`config.mk`:
```
export PLATFORM = sky130hd
export DESIGN_NAME = bta_ctrl
export DESIGN_NICKNAME = d
export VERILOG_FILES = /design/src/rtl/bta_pkg.sv /design/src/rtl/bta_ctrl.sv
export SDC_FILE = /design/constraint.sdc
export NUM_CORES = 1
export LEC_CHECK = 0
export BUFFER_PORTS_ARGS = -buffer_cell sky130_fd_sc_hd__clkbuf_2
export CAP_MARGIN = 30
export CORE_MARGIN = 4
export CORE_UTILIZATION = 47
export CTS_BUF_LIST = sky130_fd_sc_hd__clkbuf_16
export CTS_CLUSTER_SIZE = 30
export DETAILED_ROUTE_END_ITERATION = 12
export PLACE_DENSITY = 0.75
export SLEW_MARGIN = 20
export SYNTH_ARGS = -nofsm -noshare
export SYNTH_HDL_FRONTEND = slang
export SYNTH_SLANG_ARGS = --single-unit
```
`constraint.sdc`:
```
create_clock -name clk -period 1.9 [get_ports clk]
set_clock_uncertainty 0.05 [all_clocks]
set_input_delay 0.38 -clock clk [delete_from_list [all_inputs] [get_ports clk]]
set_output_delay 0.38 -clock clk [all_outputs]
set_load 0.03 [all_outputs]
```
`src/rtl/bta_pkg.sv`:
```
// Shared constants, codes and control/status types of the boundary-tag heap allocator.
package bta_pkg;

    localparam int HEAP_GRANULES = 4096;
    localparam int GRAN_SHIFT    = 4;
    localparam int ADDR_W        = $clog2(HEAP_GRANULES);
    localparam int SIZE_W        = ADDR_W + 1;
    localparam int WALK_W        = SIZE_W + 1;
    localparam int TAG_W         = SIZE_W + 1;
    localparam int DATA_W        = 16;
    localparam int PADDR_W       = 3;
    localparam int PDATA_W       = 32;
    localparam logic [SIZE_W-1:0] SPLIT_MIN = SIZE_W'(3);

    localparam logic [1:0] FIT_FIRST = 2'd0;
    localparam logic [1:0] FIT_BEST  = 2'd1;
    localparam logic [1:0] FIT_NEXT  = 2'd2;
    localparam logic [1:0] FIT_WORST = 2'd3;

    localparam logic REG_FIT_POLICY    = 1'b0;
    localparam logic REG_HEAP_GRANULES = 1'b1;

    typedef enum logic [2:0] {
        ST_OK          = 3'd0,
        ST_ZERO_SIZE   = 3'd1,
        ST_NO_SPACE    = 3'd2,
        ST_DOUBLE_FREE = 3'd3,
        ST_IGNORED     = 3'd4
    } status_t;

    typedef enum logic [4:0] {
        OP_NONE,
        OP_LATCH,
        OP_RD_G,
        OP_ALLOC_EVAL,
        OP_NF_WRAP,
        OP_BUMP,
        OP_WR_SPLIT_HDR,
        OP_WR_SPLIT_FTR,
        OP_WR_PICK_HDR,
        OP_WR_PICK_FTR,
        OP_FREE_EVAL,
        OP_RD_R,
        OP_R_EVAL,
        OP_WR_FREE_HDR,
        OP_WR_FREE_FTR,
        OP_RD_HM1,
        OP_RD_L,
        OP_L_MERGE,
        OP_FINISH
    } op_t;

    typedef struct packed {
        op_t     op;
        status_t code;
    } cmd_t;

    typedef struct packed {
        logic cmd_free;
        logic bytes_zero;
        logic addr_bad;
        logic walk_ok;
        logic nf_mode;
        logic phase1;
        logic fit_stop;
        logic found;
        logic split;
        logic bump_fail;
        logic hit;
        logic in_block;
        logic tag_free;
        logic r_ok;
        logic h_zero;
        logic lf_bad;
        logic out_free;
    } sts_t;

endpackage

```
`src/rtl/bta_ctrl.sv`:
```
// Controller state machine sequencing allocate and free through the datapath.
module bta_ctrl import bta_pkg::*; (
    input  logic clk,
    input  logic rst_n,
    input  logic in_valid,
    output logic in_ready,
    input  sts_t sts,
    output cmd_t cmd
);

    typedef enum logic [4:0] {
        S_IDLE,
        S_DISPATCH,
        S_A_CHK,
        S_A_EVAL,
        S_A_SPLIT,
        S_A_SPLIT2,
        S_A_BUMP,
        S_A_PHDR,
        S_A_PFTR,
        S_F_CHK,
        S_F_EVAL,
        S_R_CHK,
        S_R_EVAL,
        S_M_HDR,
        S_M_FTR,
        S_L_CHK,
        S_L_EVAL1,
        S_L_EVAL2,
        S_DONE
    } state_t;

    state_t  state_reg;
    state_t  state_next;
    status_t code_reg;
    status_t code_next;

    assign in_ready = state_reg == S_IDLE;

    always_comb
    begin
        state_next = state_reg;
        code_next  = code_reg;
        cmd.op     = OP_NONE;
        cmd.code   = code_reg;
        unique case (state_reg)
            S_IDLE:
            begin
                if (in_valid)
                begin
                    cmd.op     = OP_LATCH;
                    state_next = S_DISPATCH;
                end
            end
            S_DISPATCH:
            begin
                if (sts.cmd_free)
                begin
                    if (sts.addr_bad)
                    begin
                        code_next  = ST_IGNORED;
                        state_next = S_DONE;
                    end
                    else
                    begin
                        state_next = S_F_CHK;
                    end
                end
                else if (sts.bytes_zero)
                begin
                    code_next  = ST_ZERO_SIZE;
                    state_next = S_DONE;
                end
                else
                begin
                    state_next = S_A_CHK;
                end
            end
            S_A_CHK:
            begin
                if (sts.walk_ok)
                begin
                    cmd.op     = OP_RD_G;
                    state_next = S_A_EVAL;
                end
                else if (sts.nf_mode && !sts.phase1)
                begin
                    cmd.op = OP_NF_WRAP;
                end
                else if (sts.found)
                begin
                    state_next = S_A_SPLIT;
                end
                else
                begin
                    state_next = S_A_BUMP;
                end
            end
            S_A_EVAL:
            begin
                cmd.op     = OP_ALLOC_EVAL;
                state_next = sts.fit_stop ? S_A_SPLIT : S_A_CHK;
            end
            S_A_SPLIT:
            begin
                if (sts.split)
                begin
                    cmd.op     = OP_WR_SPLIT_HDR;
                    state_next = S_A_SPLIT2;
                end
                else
                begin
                    state_next = S_A_PHDR;
                end
            end
            S_A_SPLIT2:
            begin
                cmd.op     = OP_WR_SPLIT_FTR;
                state_next = S_A_PHDR;
            end
            S_A_BUMP:
            begin
                if (sts.bump_fail)
                begin
                    code_next  = ST_NO_SPACE;
                    state_next = S_DONE;
                end
                else
                begin
                    cmd.op     = OP_BUMP;
                    state_next = S_A_PHDR;
                end
            end
            S_A_PHDR:
            begin
                cmd.op     = OP_WR_PICK_HDR;
                state_next = S_A_PFTR;
            end
            S_A_PFTR:
            begin
                cmd.op     = OP_WR_PICK_FTR;
                code_next  = ST_OK;
                state_next = S_DONE;
            end
            S_F_CHK:
            begin
                if (sts.walk_ok)
                begin
                    cmd.op     = OP_RD_G;
                    state_next = S_F_EVAL;
                end
                else
                begin
                    code_next  = ST_IGNORED;
                    state_next = S_DONE;
                end
            end
            S_F_EVAL:
            begin
                cmd.op = OP_FREE_EVAL;
                priority if (sts.hit)
                begin
                    if (sts.tag_free)
                    begin
                        code_next  = ST_DOUBLE_FREE;
                        state_next = S_DONE;
                    end
                    else
                    begin
                        state_next = S_R_CHK;
                    end
                end
                else if (sts.in_block)
                begin
                    code_next  = sts.tag_free ? ST_DOUBLE_FREE : ST_IGNORED;
                    state_next = S_DONE;
                end
                else
                begin
                    state_next = S_F_CHK;
                end
            end
            S_R_CHK:
            begin
                if (sts.r_ok)
                begin
                    cmd.op     = OP_RD_R;
                    state_next = S_R_EVAL;
                end
                else
                begin
                    state_next = S_M_HDR;
                end
            end
            S_R_EVAL:
            begin
                cmd.op     = OP_R_EVAL;
                state_next = sts.tag_free ? S_R_CHK : S_M_HDR;
            end
            S_M_HDR:
            begin
                cmd.op     = OP_WR_FREE_HDR;
                state_next = S_M_FTR;
            end
            S_M_FTR:
            begin
                cmd.op     = OP_WR_FREE_FTR;
                state_next = S_L_CHK;
            end
            S_L_CHK:
            begin
                if (sts.h_zero)
                begin
                    code_next  = ST_OK;
                    state_next = S_DONE;
                end
                else
                begin
                    cmd.op     = OP_RD_HM1;
                    state_next = S_L_EVAL1;
                end
            end
            S_L_EVAL1:
            begin
                if (sts.lf_bad)
                begin
                    code_next  = ST_OK;
                    state_next = S_DONE;
                end
                else
                begin
                    cmd.op     = OP_RD_L;
                    state_next = S_L_EVAL2;
                end
            end
            S_L_EVAL2:
            begin
                if (sts.tag_free)
                begin
                    cmd.op     = OP_L_MERGE;
                    state_next = S_M_HDR;
                end
                else
                begin
                    code_next  = ST_OK;
                    state_next = S_DONE;
                end
            end
            S_DONE:
            begin
                if (sts.out_free)
                begin
                    cmd.op     = OP_FINISH;
                    state_next = S_IDLE;
                end
            end
            default:
            begin
                state_next = S_IDLE;
            end
        endcase
    end

    always_ff @(posedge clk or negedge rst_n)
    begin
        if (!rst_n)
        begin
            state_reg <= S_IDLE;
            code_reg  <= ST_OK;
        end
        else
        begin
            state_reg <= state_next;
            code_reg  <= code_next;
        end
    end

endmodule
```
# Yosys cells after proc, flatten, opt, wreduce, memory -nomap -nowiden
# Index checks and enable logic that the tools add are counted.
# W data, S select, Z words.
totals:
  mem_count: 0
  reg_bits: 8
  mem_bits_rw: 0
  romBits: 0
  input_bits: 20
  latch_bits: 0
  wordCells: 84
  out_inout_bits: 9
op_classes:
  addsub: 0
  n_eq_ne: 30
  div_mod_pow: 0
  reduce_logical: 6
  n_shift: 0
  n_mux: 46
  n_mul: 0
  n_bitwise: 0
  n_lt_le_gt_ge: 0
ops:
  columns: ["operator", "n"]
  rows:
  - ["$pmux W5 S19", 1]
  - ["$pmux W5 S18", 1]
  - ["$mux W5", 16]
  - ["$mux W3", 18]
  - ["$eq A5 B4 Y1 const B", 8]
  - ["$pmux W3 S8", 1]
  - ["$eq A5 B3 Y1 const B", 4]
  - ["$eq A5 B5 Y1 const B", 3]
  - ["$ne A3 B3 Y1 const B", 5]
  - ["$ne A2 B2 Y1 const B", 7]
  - ["$eq A5 B2 Y1 const B", 2]
  - ["$mux W2", 5]
  - ["$reduce_and A10 Y1", 1]
  - ["$mux W4", 2]
  - ["$reduce_bool A8 Y1", 1]
  - ["$eq A5 B1 Y1 const B", 1]
  - ["$logic_not A5 Y1", 1]
  - ["$reduce_and A3 Y1", 1]
  - ["$mux W1", 2]
  - ["$logic_and A1 B1 Y1", 1]
  - ["$logic_not A1 Y1", 1]

# Depth between registers and ports, before layout
# Gate-level depths: netlist of run 1.
depth:
  depth_word: 5
  depth_mapped: 7
  mapped_depth_nobuf: 5

# Least setup slack after synthesis of run 1
# OpenSTA, ideal clock, no wires.
synth_timing:
  kind: "register -> output"
  startpoint: "register state_reg[0]"
  endpoint: "output port cmd[3] (netlist bit)"
  n_path_buf: 3
  stages_incl_launch_ff: 8
  setup_slack_ns: -0.378
  arrival_time_ns: 1.848
  required_ns: 1.470
  cell_sequence: "dfrtp_1 > buf_4 > clkbuf_1 > buf_2 > nand2_1 > a21oi_1 > a21oi_1 > o21ai_0"
synth_lines:
  columns: ["element", "line_no", "rtl"]
  rows:
  - ["start: declaration", "bta_ctrl.sv:33", "state_t state_reg;"]
  - ["start signal: assignment", "bta_ctrl.sv:273", "state_reg <= state_next;"]
  - ["end: declaration", "bta_ctrl.sv:8", "output cmd_t cmd"]

==> flow_summary.toml, run 1 <==
[run_status]
status = "complete, but fails checks"
failed_checks = "negative setup slack"

[clocking]
root_buffer = "clkbuf_16"
numCtsBuffers = 3
clk_path_buf_depth = 2
clk_pin_slew_ns = 0.04
cts_tree = "yes"
clock_sinks = 8
insertion_delay_ns = 0.24
htree_num_levels = 1

[drt]
drc = 0
drt-pass1-iter-count = 5
drt_iter0_drc = 217
routed_wirelength_mm = 6.01
via_per_inst = 6.98
vias = 1830
ant_nets = 0
routedWlPerCell_um = 22.9

[setup_path]
arrival_ns = 1.82
path_class = "reg -> out"
reg2reg_depth = 6
crit_fanout = 3
required_ns = 1.47
r2r_slack_ns = -0.17
start_kind = "flip-flop"
worstSetupEndpointType = "output pin"

[synth]
avgSynthCellArea_um2 = 7.06
synthMuxAreaShare = 0.0474
synth_top_family_by_area = "compound AO/OA/AOI/OAI gates"
synth_area_um2 = 1110
synth_cell_types = 50
synth-xor-area-share = 0
synth-simple-area-share = 0.347
synth_top_area_share = 0.181
yosys_most_used_dff = "dfrtp_1"
synth.yosys.seq_area_share = 0.181
synth_compound_area_frac = 0.348
synth_top_area_cell = "dfrtp_1"
syn_nets = 177
synth.yosys.warnings = 0
syn-instance-count = 157
synthAdderAreaFrac = 0
async_flop_share = 1.00
synth-edff-count = 0
ys_seq_elements = 8
synthTopCellsByArea = "dfrtp_1 (18%), a21oi_1 (6.3%), nor2_1 (6.1%), o21ai_0 (4.5%), nand2_1 (4.1%)"

[power]
power_density_nw_per_um2 = 1830
p_seq_frac = 0.091
p_clk_frac = 0.100
p_leak_nw = 0.915
p_int_mw = 1.96
p_comb_frac = 0.808
vdd_drop_max_mv = 1.34
switchingPower_mw = 1.73
finalPower_mw = 3.69
p_sw_frac = 0.468

[timing]
rsz0062_at_grt = "yes"
whs_ns = 0.447
relSlewSlack = 0.742
min_period_ns = 2.25
max_freq_mhz = 444
hold_viol = 0
setup_tns_ns = -1.79
worst_slack_ns = -0.352
finalCritPeriodShare = 1.19
worstMarginPinSlew_ns = 0.384
slew_viol_final = 0
finalSetupViolations = 10

[placed_design]
pre_cts_slack_ns = -0.0501
dpl_cell_area_um2 = 1550
port_buffers = 28
placed_cells = 242
gp_congestion = 0.959
dp.final_hpwl_mm = 3.41

[final_layout]
mostFrequentLayoutCells = "buf_4 (45), clkbuf_2 (22), nor2_1 (14), a21oi_1 (14), nand2_1 (11)"
drive_gt1_frac = 0.500
diodes = 0
largest_reg_flops = 5
final_core_util = 0.905
final_cells = 262
area_delta_synth_final_pct = 82.3
final_common_cell = "buf_4"
final_cell_area_um2 = 2020
final_nets = 256

[worst_hold_path]
hp-class = "reg -> reg"
whs_path_depth = 1

[grt]
antenna_found_initial = 0
grt_pass1_vias = 1740
grt-ovfl-total = 0
grt_usage = 0.354
grt_max_degree = 18
grt_pass1_wl_mm = 8.64

[floorplanning]
start_util = 0.496
pin_count = 29
die_x_um = 56.6
rows = 17
design.core.area_um2 = 2230
die-area_um2 = 3200
die_h_um = 56.6

[run]
max_cap_violations = 0
[cell families after synthesis]
| family | Yosys count |
|---|---|
| AOI/OAI and AO/OA | 58 |
| buffers and inverters | 18 |
| DFF | 8 |
| muxes | 5 |
| and+or+nand+nor | 68 |
[final timing paths]
check | startpoint | endpoint
max | state_reg[4]$_DFFE_PN0P_ | cmd[5]
min | code_reg[1]$_DFFE_PN0P_ | code_reg[1]$_DFFE_PN0P_
max reg2reg | state_reg[0]$_DFFE_PN0P_ | code_reg[0]$_DFFE_PN0P_
min reg2reg | code_reg[1]$_DFFE_PN0P_ | code_reg[1]$_DFFE_PN0P_
max in group asynchronous | rst_n | state_reg[2]$_DFFE_PN0P_
min in group asynchronous | rst_n | state_reg[3]$_DFFE_PN0P_
[critical path, stage by stage, from the launching register on]
cell and delay [ns]:
dfrtp_1 0.40, or3_4 0.42, nor4b_4 0.33, nand2_1 0.13
o211ai_1 0.11, buf_4 0.19
[per-layer routing]
layer  up-vias  GRT usage  part of all wire
li1        752          -                 -
met1       819      0.435              0.37
met2       195      0.548              0.43
met3        64      0.106              0.13
met4         0      0.193             0.074
met5         -          0                 0
[timing repair]
action                                  CTS  global route
cloned                                    3             0
hold buffers                              1             0
pin swaps                                11             3
hold endpoints to repair                  8             0
endpoints found under the setup margin    8            13
setup buffers                            12             1
resized for setup                        36            19
[Yosys cell counts, drive strengths merged (3+ instances only)]
library cell,number
nor2,18
a21oi,14
nand2,12
o21ai,11
buf,10
nand3,9
dfrtp,8
nor2b,7
inv,6
a31oi,5
nand2b,5
o211ai,5
nor3,4
a22o,3
mux2i,3
nand4,3
nor4,3
[final cells by class]
class,count,area (µm²)
fillers,97,213
flip-flops and latches,8,203
repair buffers,86,737
clock buffers,3,75.1
well taps,28,35.0
multi-input cells,131,948
inverters,6,22.5
[power by group through the flow]
stage                     sequential [mW]  combinational (mW)  clock, mW
after global routing                0.346                3.11      0.375
after global placement              0.310                2.12          0
after CTS                           0.324                2.63      0.354
after floorplan                     0.348                1.28          0
after detailed placement            0.315                2.14          0
final                               0.337                2.99      0.371
(Power assumes the default switching activity.)
==> inputs of run 2 (changes only) <==
Settings changed: CORE_UTILIZATION 47 to 57, PLACE_DENSITY 0.75 to 0.85, SLEW_MARGIN 20 to 30.
Clock period 1.9 ns to 2.79 ns, I/O delays scaled along.
==> run 2 against run 1 <==
First-iteration DRC count shrank 47%. Highest routed layer unchanged. Register-to-register slack gained 0.61 ns. The run now ends clean. Sequential share of layout area grew 4.8 points. Core utilization fell by 15 points. Final area fell by 33%. Worst setup slack better by 0.53 ns. Hold slack got worse by 0.32 ns. Cell count fell by 20%. Global-route usage is 6.5 points lower.
==> flow_summary.toml, run 2 (synthesis results as in run 1) <==
[drt]
drt-pass1-iter-count = 4
drt_iter0_drc = 115
vias = 1446
via_per_inst = 6.92
routedWlPerCell_um = 17.7
drc = 0
routed_wirelength_mm = 3.70
ant_nets = 0

[floorplanning]
design.core.area_um2 = 1780
die_x_um = 52.1
rows = 15
die-area_um2 = 2710
start_util = 0.622
pin_count = 29
die_h_um = 52.1

[placed_design]
placed_cells = 206
pre_cts_slack_ns = 0.451
gp_congestion = 0.994
dpl_cell_area_um2 = 1280
dp.final_hpwl_mm = 2.76
port_buffers = 28

[grt]
grt_usage = 0.289
grt_pass1_wl_mm = 5.85
grt_pass1_vias = 1355
grt_max_degree = 22
met2_usage = 0.464
grt-ovfl-total = 0
antenna_found_initial = 0
grt.met3_usage = 0.0974
busiest_layer = "met2"
use_met1 = 0.351

[setup_path]
crit_fanout = 20
worstPathCellList = "inv_1, and4_1, a31oi_1, o2111ai_1, clkbuf_2"
max_stage_delay_ns = 0.74
worstSetupEndpointType = "output pin"
path_class = "reg -> out"
reg2reg_from = "state_reg[1]$_DFFE_PN0P_"
cp_slowest_cell = "dfrtp_1"
arrival_ns = 2.01
start_kind = "flip-flop"
r2r_slack_ns = 0.44
worst_r2r_endpoint = "code_reg[2]$_DFFE_PN0P_"
reg2reg_depth = 5
required_ns = 2.18

[final_layout]
largest_reg_flops = 5
final_cells = 209
drive_gt1_frac = 0.255
mostFrequentLayoutCells = "clkbuf_2 (28), nor2_1 (18), a21oi_1 (14), nand2_1 (12), o21ai_0 (10)"
fill_cells = 139
diodes = 0
final_nets = 206
final_common_cell = "clkbuf_2"
area_delta_synth_final_pct = 21.9
final_core_util = 0.758
final_cell_area_um2 = 1350

[timing]
whs_ns = 0.128
hold_viol = 0
setup_tns_ns = 0
rsz0062_at_grt = "no"
slew_viol_final = 0
max_freq_mhz = 382
finalSetupViolations = 0
min_period_ns = 2.62
worstMarginPinSlew_ns = 0.639
finalCritPeriodShare = 0.937
worst_slack_ns = 0.175
relSlewSlack = 0.574

[clocking]
postCtsHoldBufs = 0
numCtsBuffers = 3
clk_pin_slew_ns = 0.04
cts_tree = "yes"
htree_num_levels = 1
clk_path_buf_depth = 2
insertion_delay_ns = 0.23
cts_setup_buffers = 0
clock_sinks = 8
post_cts_resized = 0
root_buffer = "clkbuf_16"

[worst_hold_path]
hp-class = "in -> async"

[run_status]
status = "completed"

[power]
vdd_drop_max_mv = 1.16
power_density_nw_per_um2 = 1220
finalPower_mw = 1.65
p_leak_nw = 0.584

[run]
max_cap_violations = 0
==> run 2: changes by cell type in the layout (fill, tap and decap cells not counted), sizes merged <==
cell	delta
buf	-50
bufbuf	-2
dlygate4sd3	-1
clkbuf	+3
==> run 2: worst max path at each step <==
stage,startpoint,end,cells past startpoint
2_1_floorplan,state_reg[0]$_DFFE_PN0P_,cmd[3],7
3_3_place_gp,state_reg[0]$_DFFE_PN0P_,cmd[4],5
3_5_place_dp,sts[13],cmd[4],7
4_1_cts,state_reg[0]$_DFFE_PN0P_,cmd[4],5
5_1_grt,state_reg[3]$_DFFE_PN0P_,cmd[4],7
6_report,state_reg[0]$_DFFE_PN0P_,cmd[4],5
==> run 2: critical path: cells and delay by family, from the launching register on <==
| kind | cells | cell delay (ns) |
|---|---|---|
| DFF | 1 | 0.74 |
| AOI/OAI and AO/OA | 2 | 0.32 |
| and+or+nand+nor | 1 | 0.22 |
| buffers and inverters | 2 | 0.48 |
==> run 2: final cells by class <==
type	count	area [µm²]	share of cell area
Tap cell	25	31.3	0.0231
Multi-Input combinational cell	131	822	0.608
Inverter	6	22.5	0.0167
Sequential cell	8	200	0.148
Clock buffer	3	75.1	0.0556
Timing Repair Buffer	36	200	0.148
==> run 2: power breakdown <==
group          total, mW  switching (mW)  internal (mW)
combinational       1.12           0.689          0.428
sequential         0.295           0.127          0.168
clock              0.236          0.0516          0.184
==> run 2: metal layers <==
layer  vias to the layer above  wire length (µm)  part of all wire
met1                       642              1420              0.38
met4                         0               142             0.038
li1                        657                 -                 -
met5                         -                 0                 0
met3                        19               509              0.14
met2                       128              1620              0.44
==> inputs of run 3 (changes only) <==
Clock period 2.79 ns to 3.2 ns, I/O delays scaled along.
==> run 3 against run 2 <==
Non-clock buffer count fell by 4. Flip-flop and latch count did not move. Via count fell by 3.6%. Hold slack improved by 0.077 ns. Register-to-register slack improved by 0.24 ns. Largest cell class unchanged. Worst setup slack improved by 0.19 ns. Core utilization fell by 1.7 points. Routed wire length fell by 1.4%. Power fell by 16%. Highest routed layer unchanged. Global-route usage fell by 0.22 points.
==> flow_summary.toml, run 3 (synthesis results as in run 1) <==
[clocking]
numCtsBuffers = 3
insertion_delay_ns = 0.23
post_cts_resized = 0
cts_tree = "yes"
postCtsHoldBufs = 0
clk_path_buf_depth = 2
clk_pin_slew_ns = 0.04
cts_setup_buffers = 0
clock_sinks = 8
htree_num_levels = 1
root_buffer = "clkbuf_16"

[timing]
rsz0062_at_grt = "no"
min_period_ns = 2.84
finalSetupViolations = 0
setup_tns_ns = 0
hold_viol = 0
whs_ns = 0.205
worstMarginPinSlew_ns = 0.792
worst_slack_ns = 0.360
max_freq_mhz = 352
relSlewSlack = 0.472
slew_viol_final = 0
finalCritPeriodShare = 0.887

[placed_design]
port_buffers = 28
pre_cts_slack_ns = 0.636
dp.final_hpwl_mm = 2.69
gp_congestion = 1.01
dpl_cell_area_um2 = 1250

[setup_path]
path_class = "reg -> out"
worstSetupEndpointType = "output pin"
reg2reg_depth = 5
cp_slowest_cell = "dfrtp_1"
reg2reg_from = "state_reg[1]$_DFFE_PN0P_"
cp_top_family = "compound AO/OA/AOI/OAI gates"
crit_fanout = 22
arrival_ns = 2.15
start_kind = "flip-flop"
max_stage_delay_ns = 0.63
cp_num_buf_inv = 2
required_ns = 2.51
r2r_slack_ns = 0.68
worst_r2r_endpoint = "code_reg[0]$_DFFE_PN0P_"
worstPathCellList = "buf_4, o311ai_0, o21ai_0, nand2b_1, o2111ai_1, clkbuf_2"

[final_layout]
diodes = 0
area_delta_synth_final_pct = 19.2
final_cell_area_um2 = 1320
largest_reg_flops = 5
fill_cells = 151
drive_gt1_frac = 0.239
final_common_cell = "clkbuf_2"
mostFrequentLayoutCells = "clkbuf_2 (28), nor2_1 (18), a21oi_1 (14), nand2_1 (12), o21ai_0 (10)"
final_nets = 202

[drt]
routedWlPerCell_um = 17.8
via_per_inst = 6.80
drc = 0
ant_nets = 0
drt-pass1-iter-count = 5
vias = 1394
drt_iter0_drc = 93
routed_wirelength_mm = 3.65

[floorplanning]
rows = 15
die_h_um = 52.1
pin_count = 29
die-area_um2 = 2710
start_util = 0.622
die_x_um = 52.1
design.core.area_um2 = 1780

[grt]
antenna_found_initial = 0
grt_usage = 0.286
grt_max_degree = 27
grt-ovfl-total = 0
grt_pass1_vias = 1305
grt_pass1_wl_mm = 5.88

[run]
max_cap_violations = 0

[power]
p_leak_nw = 0.564
vdd_drop_max_mv = 0.888
finalPower_mw = 1.39
power_density_nw_per_um2 = 1050

[run_status]
status = "completed"

[worst_hold_path]
hp-class = "in -> async"
-- run 3: cell types whose count changed in the layout (fill, tap and decap cells not counted) --
cell | before | now
buf_4 | 8 | 4
-- run 3: how the worst max path moves through the flow --
stage / from / end / slack, ns / depth (start not counted)
finish: state_reg[0]$_DFFE_PN0P_ / cmd[4] / 0.36 / 6
global route: state_reg[0]$_DFFE_PN0P_ / cmd[4] / 0.26 / 6
CTS: state_reg[0]$_DFFE_PN0P_ / cmd[4] / 0.43 / 6
detailed placement: sts[13] / cmd[4] / 0.64 / 7
global placement: state_reg[3]$_DFFE_PN0P_ / cmd[5] / 0.72 / 5
floorplan: state_reg[0]$_DFFE_PN0P_ / cmd[3] / 0.66 / 7
-- run 3: power breakdown --
group,internal [mW],switching [mW]
Clock,0.161,0.0462
Sequential,0.145,0.149
Combinational,0.346,0.540
Total,0.652,0.735
-- run 3: through the flow --
step	cells	util
2_1_floorplan	157	-
3_3_place_gp	202	0.699
3_5_place_dp	202	0.699
4_1_cts	205	0.741
5_1_grt	205	0.741
6_report	205	0.741
-- run 3: layout make-up --
cell class	instances	area, µm²	share of cell area
sequential	8	200	0.152
timing repair buffer	32	170	0.129
multi-input combinational	131	822	0.622
clock buffer	3	75.1	0.0568
tap	25	31.3	0.0237
inverter	6	22.5	0.0170
-- run 3: per-layer routing --
metal  part of all wire  up-vias  global-route usage
li1                   -      642                   -
met1               0.40      614               0.382
met2               0.45      123               0.439
met3               0.13       15              0.0888
met4              0.023        0              0.0830
met5                  0        -                   0
